<file path="src/hdl/oets_pkg.sv">
// shared types and constants for the odd-even transposition sorter
package oets_pkg;

  localparam int VALUE_W       = 32;
  localparam int MAX_ITEMS_DEF = 64;

  // per-cycle command broadcast to every cell of the row
  typedef struct packed {
    logic load;       // write the incoming item into the cell at the fill index
    logic sort;       // run one compare-exchange phase
    logic odd_phase;  // phase parity: 0 pairs (0,1),(2,3).. 1 pairs (1,2),(3,4)..
    logic shift;      // move every value one cell towards the output
  } cell_ctrl_t;

endpackage

</file>
<file path="src/hdl/oets_cell.sv">
// one storage cell of the sorting row with its compare-exchange logic
module oets_cell #(
  parameter int IDX   = 0,
  parameter int CNT_W = 7
) (
  input  logic                            clk,
  input  oets_pkg::cell_ctrl_t            ctrl,
  input  logic [CNT_W-1:0]                count,
  input  logic signed [oets_pkg::VALUE_W-1:0] in_val,
  input  logic signed [oets_pkg::VALUE_W-1:0] left_val,
  input  logic signed [oets_pkg::VALUE_W-1:0] right_val,
  input  logic                            left_gt,
  output logic signed [oets_pkg::VALUE_W-1:0] val,
  output logic                            gt
);

  localparam logic             IDX_ODD  = IDX[0];
  localparam logic [CNT_W-1:0] IDX_C    = CNT_W'(IDX);
  localparam logic [CNT_W-1:0] IDX_P1_C = CNT_W'(IDX + 1);

  logic signed [oets_pkg::VALUE_W-1:0] val_next;
  logic is_left;
  logic left_active;
  logic right_active;

  // compare with the right neighbour, shared with it through gt
  assign gt = (val > right_val);

  // role in the current phase and whether the pair lies inside the set
  assign is_left      = (IDX_ODD == ctrl.odd_phase);
  assign left_active  = (IDX_P1_C < count);
  assign right_active = (IDX != 0) && (IDX_C < count);

  // next value of the cell
  always_comb begin
    val_next = val;
    if (ctrl.load) begin
      if (count == IDX_C) val_next = in_val;
    end else if (ctrl.sort) begin
      if (is_left) begin
        if (left_active && gt) val_next = right_val;
      end else begin
        if (right_active && left_gt) val_next = left_val;
      end
    end else if (ctrl.shift) begin
      val_next = right_val;
    end
  end

  // payload register, no reset
  always_ff @(posedge clk) begin
    val <= val_next;
  end

endmodule

</file>
<file path="config.mk">
export PLATFORM = sky130hd
export DESIGN_NAME = oets_cell
export DESIGN_NICKNAME = d
export VERILOG_FILES = /design/src/hdl/oets_pkg.sv /design/src/hdl/oets_cell.sv
export SDC_FILE = /design/constraint.sdc
export NUM_CORES = 1
export LEC_CHECK = 0
export BUFFER_PORTS_ARGS = -buffer_cell sky130_fd_sc_hd__clkbuf_2
export CAP_MARGIN = 20
export CORE_MARGIN = 10
export CORE_UTILIZATION = 43
export CTS_CLUSTER_DIAMETER = 50
export DETAILED_ROUTE_END_ITERATION = 8
export GPL_TIMING_DRIVEN = 1
export PLACE_DENSITY_LB_ADDON = 0.15
export SLEW_MARGIN = 10
export SYNTH_ARGS = -nofsm -noshare
export SYNTH_HDL_FRONTEND = slang
export SYNTH_SLANG_ARGS = --single-unit
</file>
<file path="constraint.sdc">
create_clock -name clk -period 4.7 [get_ports clk]
set_clock_uncertainty 0.15 [all_clocks]
set_input_delay 0.47 -clock clk [delete_from_list [all_inputs] [get_ports clk]]
set_output_delay 0.47 -clock clk [all_outputs]
set_load 0.01 [all_outputs]
</file>
==> results of run 1 <==
logic make-up after synthesis:
| kind of cell | Yosys count | share of synthesized area |
|---|---|---|
| simple gates | 64 | 0.149 |
| mux | 1 | 0.00509 |
| compound gates | 59 | 0.164 |
| buf+inv | 39 | 0.0662 |
| flops | 32 | 0.434 |
| fa+ha+maj | 32 | 0.181 |
worst reg2reg max path: stages (launching register included):
cell and delay [ns]:
edfxtp_1 0.39, ha_1 0.31, and4_4 0.21, a21oi_2 0.12
o211ai_1 0.13, o41ai_2 0.41, a21oi_1 0.18, o31ai_4 0.48
buf_4 0.42
layout make-up:
| cell class | count | area, µm² | area share |
|---|---|---|---|
| sequential | 32 | 961 | 0.328 |
| multi-input combinational | 156 | 1110 | 0.381 |
| clock buffer | 5 | 68.8 | 0.0235 |
| inverter | 32 | 120 | 0.0410 |
| clock inverter | 2 | 7.51 | 0.00257 |
| timing repair buffer | 110 | 568 | 0.194 |
| tap | 70 | 87.6 | 0.0299 |
per-layer routing:
| layer | track usage | routed length, µm | vias to the layer above |
|---|---|---|---|
| li1 | - | - | 1031 |
| met1 | 0.151 | 2310 | 858 |
| met2 | 0.230 | 2800 | 54 |
| met3 | 0.0636 | 525 | 5 |
| met4 | 0.0386 | 61 | 0 |
| met5 | 0 | 0 | - |
per-stage QoR:
step | instances | util | total power (µW)
4_1_cts | 406 | 0.576 | 744
2_1_floorplan | 227 | - | 468
3_3_place_gp | 399 | 0.561 | 544
6_report | 407 | 0.580 | 733
5_1_grt | 407 | 0.580 | 786
3_5_place_dp | 399 | 0.561 | 548
power groups by stage:
| stage | logic [µW] | registers (µW) | clock network, µW |
|---|---|---|---|
| 2_1_floorplan | 95.9 | 372 | 0 |
| 3_3_place_gp | 184 | 361 | 0 |
| 3_5_place_dp | 186 | 362 | 0 |
| 4_1_cts | 188 | 356 | 201 |
| 5_1_grt | 213 | 358 | 214 |
| 6_report | 185 | 355 | 193 |
Yosys cell counts (2+ instances only):
cell and number:
nand2b_1 4, edfxtp_1 32, clkbuf_1 5, buf_1 2, ha_1 32, inv_1 32
nand3_1 6, nand4_1 4, nor2_1 2, nand2_1 38, a21oi_1 15, o21ai_0 34
path summary, 6_finish.rpt:
| kind | start | end | slack, ns | depth (start not counted) |
|---|---|---|---|---|
| max | val[14] | val[10] | 1.57 | 8 |
| min | in_val[20] | val[20] | 0.31 | 3 |
| max reg2reg | val[14] | val[10] | 1.57 | 8 |
| min reg2reg | val[31] | val[0] | 1.00 | 4 |
==> results.tsv, run 1 <==
metric	value	unit
final setup fails	0	
Setup crit start kind	register	
number of remaining DRC errors	0	
Final Hold Fails	0	
DRT Wirelength	5700	µm
most frequent cells in the layout	108 x clkbuf_2, 38 x nand2_1, 34 x o21ai_0	
Ant. Diodes	0	
initial antenna violation count	0	
Async SR Flop Fraction	0	
TritonCTS clock tree	done	
Clock Power Share	0.264	
H-tree depth	2	
design area	2930	µm²
CP max FO	24	
core area	5040	µm²
cells along the critical path	ha_1 -> and4_4 -> a21oi_2 -> o211ai_1 -> o41ai_2 -> a21oi_1 -> o31ai_4 -> buf_4	
Period minus WS final	3.13	ns
FP Rows	26	
Initial DRC Count	41	
Seq cells post-synth	32	
Main synth FF type	edfxtp_1	
Psw	209	µW
Ys Warns	0	
via count	1948	
total track usage	0.136	
Seq pwr share	0.484	
TritonRoute pass-1 iters	4	
status	completed	
Synth Area per Inst	9.75	µm²
gpl congestion	0.728	
max_slew headroom	0.684	
post-placement cell area	2830	µm²
Required @ worst endpoint	4.50	ns
Bufs on Longest Clock Path	2	
Final WS setup	1.57	ns
Post-Synthesis Net Count	368	
Max-Cap Viols	0	
Via density	4.79	
P_leak	0.00146	µW
number of I/O pins	142	
Slew @ Worst Pin	0.475	ns
Net Sw Frac	0.285	
total clock buffers created by CTS	5	
Worst Hold Class	in -> reg	
synth unique cells	33	
# Post-CTS Setup Buffers	0	
nets@finish	478	
root buffer cell	clkbuf_8	
port buffer count	108	
Final Max Slew Viols	0	
Post-CTS Hold Buffers	0	
CTS Sinks	32	
RSZ-0062 raised after global routing	no	
Slowest-stage cell, CP	o31ai_4	
WS Path Type	reg -> reg	
CP Buf/Inv Count	1	
critical path endpoint category	register	
cells after synthesis	227	
internal power consumption	524	µW
Avg WL per Cell	14.0	µm
Sum Neg Setup Slack	0	ns
VDD IR max	159	µV
Seq/Total Area, Yosys	0.434	
number of flip-flops in the largest register	32	
Combinational Power Share	0.252	
vias in the first global route	2032	
first-pass GRT wire length	9400	µm
Hold Slack	0.312	ns
commonest non-fill, non-tap cell in the layout	clkbuf_2	
worst-skew pair later-pin latency	0.28	ns
top flop regs	val x32	
DRT antenna net count	0	
CP Data Arrival Time	2.93	ns
die area	8410	µm²
Die W	91.7	µm
layout cell share with drive strength beyond 1	0.374	
PostCTS Resize Cnt	0	
Max Fclk	0.319	GHz
Area growth, synth to finish	32.3	%
Crit path max-delay family	compound AO/OA/AOI/OAI gates	
largest area contributor in the netlist	edfxtp_1	
initial core utilization	0.439	
EDFF count, synth	32	
largest register by flop count	val	
final HPWL from detailed placement	4730	µm
Final period util	0.666	
fillers	500	
Clk pin slew, worst setup/hold paths	0.06	ns
pin count of the biggest net entering global routing	67	
total grt overflow	0	
top cells by area, synth	edfxtp_1 43%, ha_1 18%, o21ai_0 7.7%	
die height	91.7	µm
pwr dens	251	nW/µm²
share of the synthesized area in the top cell type	0.434	
pre-CTS worst setup slack	1.32	ns
Mapped Area	2210	µm²
max incr delay on CP	0.48	ns
Power figures use the tool's default switching activity.
==> run 2, diff against run 1 <==
==> constraint.sdc (replaced) <==
create_clock -name clk -period 2.9 [get_ports clk]
set_clock_uncertainty 0.15 [all_clocks]
set_input_delay 0.29 -clock clk [delete_from_list [all_inputs] [get_ports clk]]
set_output_delay 0.29 -clock clk [all_outputs]
set_load 0.01 [all_outputs]
==> run 2 against run 1 <==
Worst hold slack worse by 0.17 ns. Core utilization grew 1.5 points. Non-clock buffer count up 4. Cell count up 1.2%. Critical path depth stayed put. Sequential cell count is the same. Total power is 66% higher. Via count rose by 1.1%. Global-route usage is 0.57 points higher. Wire length grew 6.5%. Clock power grew 68%.
==> results.tsv, run 2 (same netlist as run 1, synthesis figures left out) <==
metric	value	unit
pin count of the biggest net entering global routing	64	
Max-Cap Viols	0	
Hold Slack	0.141	ns
pwr dens	406	nW/µm²
VDD IR max	266	µV
Multi-input gate area	1170	µm²
Final Hold Fails	0	
Bufs on Longest Clock Path	2	
FF+latch area	961	µm²
layout cell share with drive strength beyond 1	0.404	
status	completed	
first-pass GRT wire length	9920	µm
Period minus WS final	2.82	ns
WS Path Type	reg -> out	
via count	1970	
number of I/O pins	142	
die height	91.7	µm
nets@finish	482	
RSZ-0062 raised after global routing	yes	
Initial DRC Count	88	
core area	5040	µm²
Die W	91.7	µm
Avg WL per Cell	14.7	µm
total grt overflow	0	
Seq pwr share	0.474	
Psw	352	µW
Final Max Slew Viols	0	
Worst Setup SP	val[12]	
Ant. Diodes	0	
P_leak	0.00148	µW
vias in the first global route	2154	
critical path endpoint category	output port	
initial antenna violation count	0	
Slew @ Worst Pin	0.530	ns
Clk pin slew, worst setup/hold paths	0.07	ns
CP Data Arrival Time	2.38	ns
die area	8410	µm²
Clock Power Share	0.266	
root buffer cell	clkbuf_8	
TritonCTS clock tree	done	
FP Rows	26	
gpl congestion	0.721	
CP max FO	2	
Post-CTS Hold Buffers	0	
total clock buffers created by CTS	5	
final HPWL from detailed placement	5010	µm
Final period util	0.972	
fillers	461	
largest register by flop count	val	
number of flip-flops in the largest register	32	
TritonRoute pass-1 iters	4	
Net Sw Frac	0.289	
Max Fclk	0.355	GHz
H-tree depth	2	
max_slew headroom	0.647	
Setup crit start kind	register	
Worst Hold Class	in -> reg	
most frequent cells in the layout	107 x clkbuf_2, 38 x nand2_1, 34 x o21ai_0	
Area growth, synth to finish	35.7	%
Via density	4.78	
number of remaining DRC errors	0	
DRT Wirelength	6070	µm
commonest non-fill, non-tap cell in the layout	clkbuf_2	
internal power consumption	868	µW
initial core utilization	0.439	
DRT antenna net count	0	
Combinational Power Share	0.260	
CTS Sinks	32	
total track usage	0.142	
Required @ worst endpoint	2.46	ns
worst r2r src	val[24]	
final setup fails	0	
port buffer count	108	
min-delay src	in_val[17]	
worst-skew pair later-pin latency	0.28	ns
Final Power	1220	µW
top flop regs	val x32	
[run 2: cell types whose count changed in the layout (fill, tap and decap cells not counted), sizes merged]
cell    before  now
clkinv       2    1
buf          2    7
clkbuf     113  114
[run 2: per-stage QoR]
step | instance area [µm²] | util | setup TNS, ns | worst slack (ns) | instances
2_1_floorplan | 2230 | - | -6.15 | -0.192 | 227
3_3_place_gp | 2860 | 0.567 | 0 | 0.194 | 402
3_5_place_dp | 2860 | 0.567 | 0 | 0.153 | 402
4_1_cts | 2940 | 0.583 | 0 | 0.00640 | 410
5_1_grt | 3000 | 0.596 | -0.0228 | -0.0228 | 412
6_report | 3000 | 0.596 | 0 | 0.0818 | 412
[run 2: path summary, 6_finish.rpt]
kind / to / slack [ns] / cells after the start
setup / recovery: gt / 0.08 / 8
hold / removal: val[17] / 0.14 / 3
setup reg to reg: val[14] / 0.18 / 7
hold reg to reg: val[2] / 1.01 / 4
[run 2: area by class of cell]
| cell class | count | area share |
|---|---|---|
| clock buffer | 7 | 0.0254 |
| tap | 70 | 0.0292 |
| sequential | 32 | 0.320 |
| clock inverter | 1 | 0.00125 |
| inverter | 32 | 0.0400 |
| multi-input combinational | 156 | 0.389 |
| timing repair buffer | 114 | 0.195 |
[run 2: timing repair]
item	CTS	global route
pin swaps	1	8
buffers inserted	0	2
resized for setup	0	8
setup endpoints to repair	1	1
[run 2: layer usage]
metal	GRT usage	wire (µm)	up-vias
met5	0	0	-
li1	-	-	1035
met2	0.246	2870	75
met1	0.161	2600	858
met3	0.0570	560	2
met4	0.0308	27	0
[run 2: worst max-delay path, stage by stage (launching register included)]
cell,delay [ns]
edfxtp_1,0.41
ha_1,0.31
and4_4,0.16
a21oi_2,0.10
o211ai_1,0.12
o41ai_2,0.46
and4bb_2,0.34
nor3b_2,0.06
buf_2,0.15
[run 2: power by group through the flow]
stage	Clock, µW	Combinational (µW)	Sequential [µW]
after floorplan	0	159	602
after global placement	0	306	584
after detailed placement	0	313	586
after CTS	337	315	576
after global routing	365	364	581
final	325	318	578
==> run 3, diff against run 2 <==
--- a/config.mk
+++ b/config.mk
@@ -13,6 +13,7 @@
 export DETAILED_ROUTE_END_ITERATION = 8
 export GPL_TIMING_DRIVEN = 1
 export PLACE_DENSITY_LB_ADDON = 0.15
+export SETUP_SLACK_MARGIN = 0.15
 export SLEW_MARGIN = 10
 export SYNTH_ARGS = -nofsm -noshare
 export SYNTH_HDL_FRONTEND = slang
==> run 3 against run 2 <==
Cell count grew 0.97%. Worst setup slack worse by 0.0029 ns. Clock-buffer cell count unchanged. Register-to-register slack got worse by 0.03 ns. Sequential power about the same. Maximum frequency decreased by 0.10%. Via count up 1.3%. Core utilization increased by 1.3 points.
==> results.tsv, run 3 (same netlist as run 1, synthesis figures left out) <==
metric	value	unit
die area	8410	µm²
Area growth, synth to finish	38.8	%
initial core utilization	0.439	
layout cell share with drive strength beyond 1	0.410	
Hold Path Cell Cnt	3	
core area	5040	µm²
Combinational Power Share	0.275	
hold path endpoint	val[17]	
largest register by flop count	val	
RSZ-0062 raised after global routing	yes	
internal power consumption	885	µW
CP Data Arrival Time	2.38	ns
pre-CTS worst setup slack	0.153	ns
Clk pin slew, worst setup/hold paths	0.07	ns
fillers	459	
Post-CTS Hold Buffers	0	
cells along the critical path	ha_1 -> and4_4 -> a21oi_2 -> o211ai_1 -> o41ai_2 -> and4bb_2 -> nor3b_2 -> clkbuf_2	
top flop regs	val x32	
Psw	361	µW
commonest non-fill, non-tap cell in the layout	clkbuf_2	
FP Rows	26	
status	completed	
Ant. Diodes	0	
number of remaining DRC errors	0	
initial antenna violation count	0	
final HPWL from detailed placement	5010	µm
vias in the first global route	2151	
Final Power	1250	µW
gpl congestion	0.721	
TritonRoute pass-1 iters	4	
CTS Sinks	32	
die height	91.7	µm
Reg2Reg Depth	9	
fin cells	416	
Avg WL per Cell	15.1	µm
Final period util	0.973	
VDD IR max	267	µV
Bufs on Longest Clock Path	2	
port buffer count	108	
min-delay src	in_val[17]	
Required @ worst endpoint	2.46	ns
TritonCTS clock tree	done	
DRT Wirelength	6270	µm
Via density	4.80	
reg-to-reg setup timing slack	0.15	ns
Max Fclk	0.354	GHz
pin count of the biggest net entering global routing	64	
worst-skew pair later-pin latency	0.28	ns
Setup crit start kind	register	
most frequent cells in the layout	108 x clkbuf_2, 38 x nand2_1, 34 x o21ai_0	
pwr dens	406	nW/µm²
Period minus WS final	2.82	ns
number of I/O pins	142	
H-tree depth	2	
Clock Power Share	0.262	
root buffer cell	clkbuf_8	
nets@finish	486	
Max-Cap Viols	0	
CP max FO	2	
Final Max Slew Viols	0	
Seq pwr share	0.464	
max_slew headroom	0.650	
total track usage	0.142	
first-pass GRT wire length	9920	µm
Initial DRC Count	91	
Die W	91.7	µm
Final WS setup	0.0789	ns
WS Path Type	reg -> out	
Slew @ Worst Pin	0.525	ns
Core Util, Final	0.609	
max incr delay on CP	0.45	ns
worst r2r dst	val[15]	
Net Sw Frac	0.290	
cell count after placement	402	
Worst Hold Class	in -> reg	
final setup fails	0	
critical path endpoint category	output port	
via count	1996	
worst r2r src	val[12]	
total clock buffers created by CTS	5	
total grt overflow	0	
Final Hold Fails	0	
Slowest-stage cell, CP	o41ai_2	
P_leak	0.00151	µW
DRT antenna net count	0	
Hold Slack	0.141	ns
number of flip-flops in the largest register	32	
run 3: cell count changes in the layout (fill, tap and decap cells not counted), sizes merged:
cell / delta
buf: +3
clkbuf: +1
run 3: power by group through the flow:
stage               Combinational [µW]  Clock [µW]  Sequential, µW
floorplan                          159           0             602
global placement                   306           0             584
detailed placement                 313           0             586
CTS                                318         337             576
global route                       388         365             581
finish                             342         326             578
run 3: final cells by class:
type	count	area, µm²	area share
multi-input combinational	156	1170	0.381
sequential	32	961	0.313
timing repair buffer	118	653	0.213
inverter	32	120	0.0391
tap	70	87.6	0.0285
clock buffer	7	76.3	0.0249
clock inverter	1	3.75	0.00122
run 3: metrics by stage:
step	area [µm²]	setup TNS (ns)
final	3070	0
after floorplan	2230	-6.15
after CTS	2950	0
after detailed placement	2860	0
after global placement	2860	0
after global routing	3070	-0.0376
run 3: critical path: cells and delay by family (launching register included):
kind	cells	cell delay (ns)
AOI/OAI and AO/OA	3	0.69
adders and majority gates	1	0.29
buffers and inverters	1	0.13
DFF	1	0.41
and+or+nand+nor	3	0.59
run 3: how the worst max path moves through the flow:
stage / start / end / slack [ns] / cells past startpoint
floorplan: val[14] / val[0] / -0.19 / 7
global placement: right_val[14] / val[13] / 0.19 / 10
detailed placement: right_val[14] / val[10] / 0.15 / 10
CTS: val[1] / gt / 0.03 / 8
global route: val[26] / gt / -0.04 / 7
finish: val[12] / gt / 0.08 / 8
run 3: repair_timing:
action	in CTS	in global routing
setup buffers	0	4
setup endpoints to repair	1	33
gates resized for setup	3	18
gates cloned	0	2
pin swaps	2	5
run 3: layer usage:
metal	routed length [µm]	vias up	GRT usage	share of wire
li1	-	1045	-	-
met4	27	0	0.0308	0.0043
met1	2760	876	0.161	0.44
met5	0	-	0	0
met2	2950	73	0.246	0.47
met3	535	2	0.0570	0.085
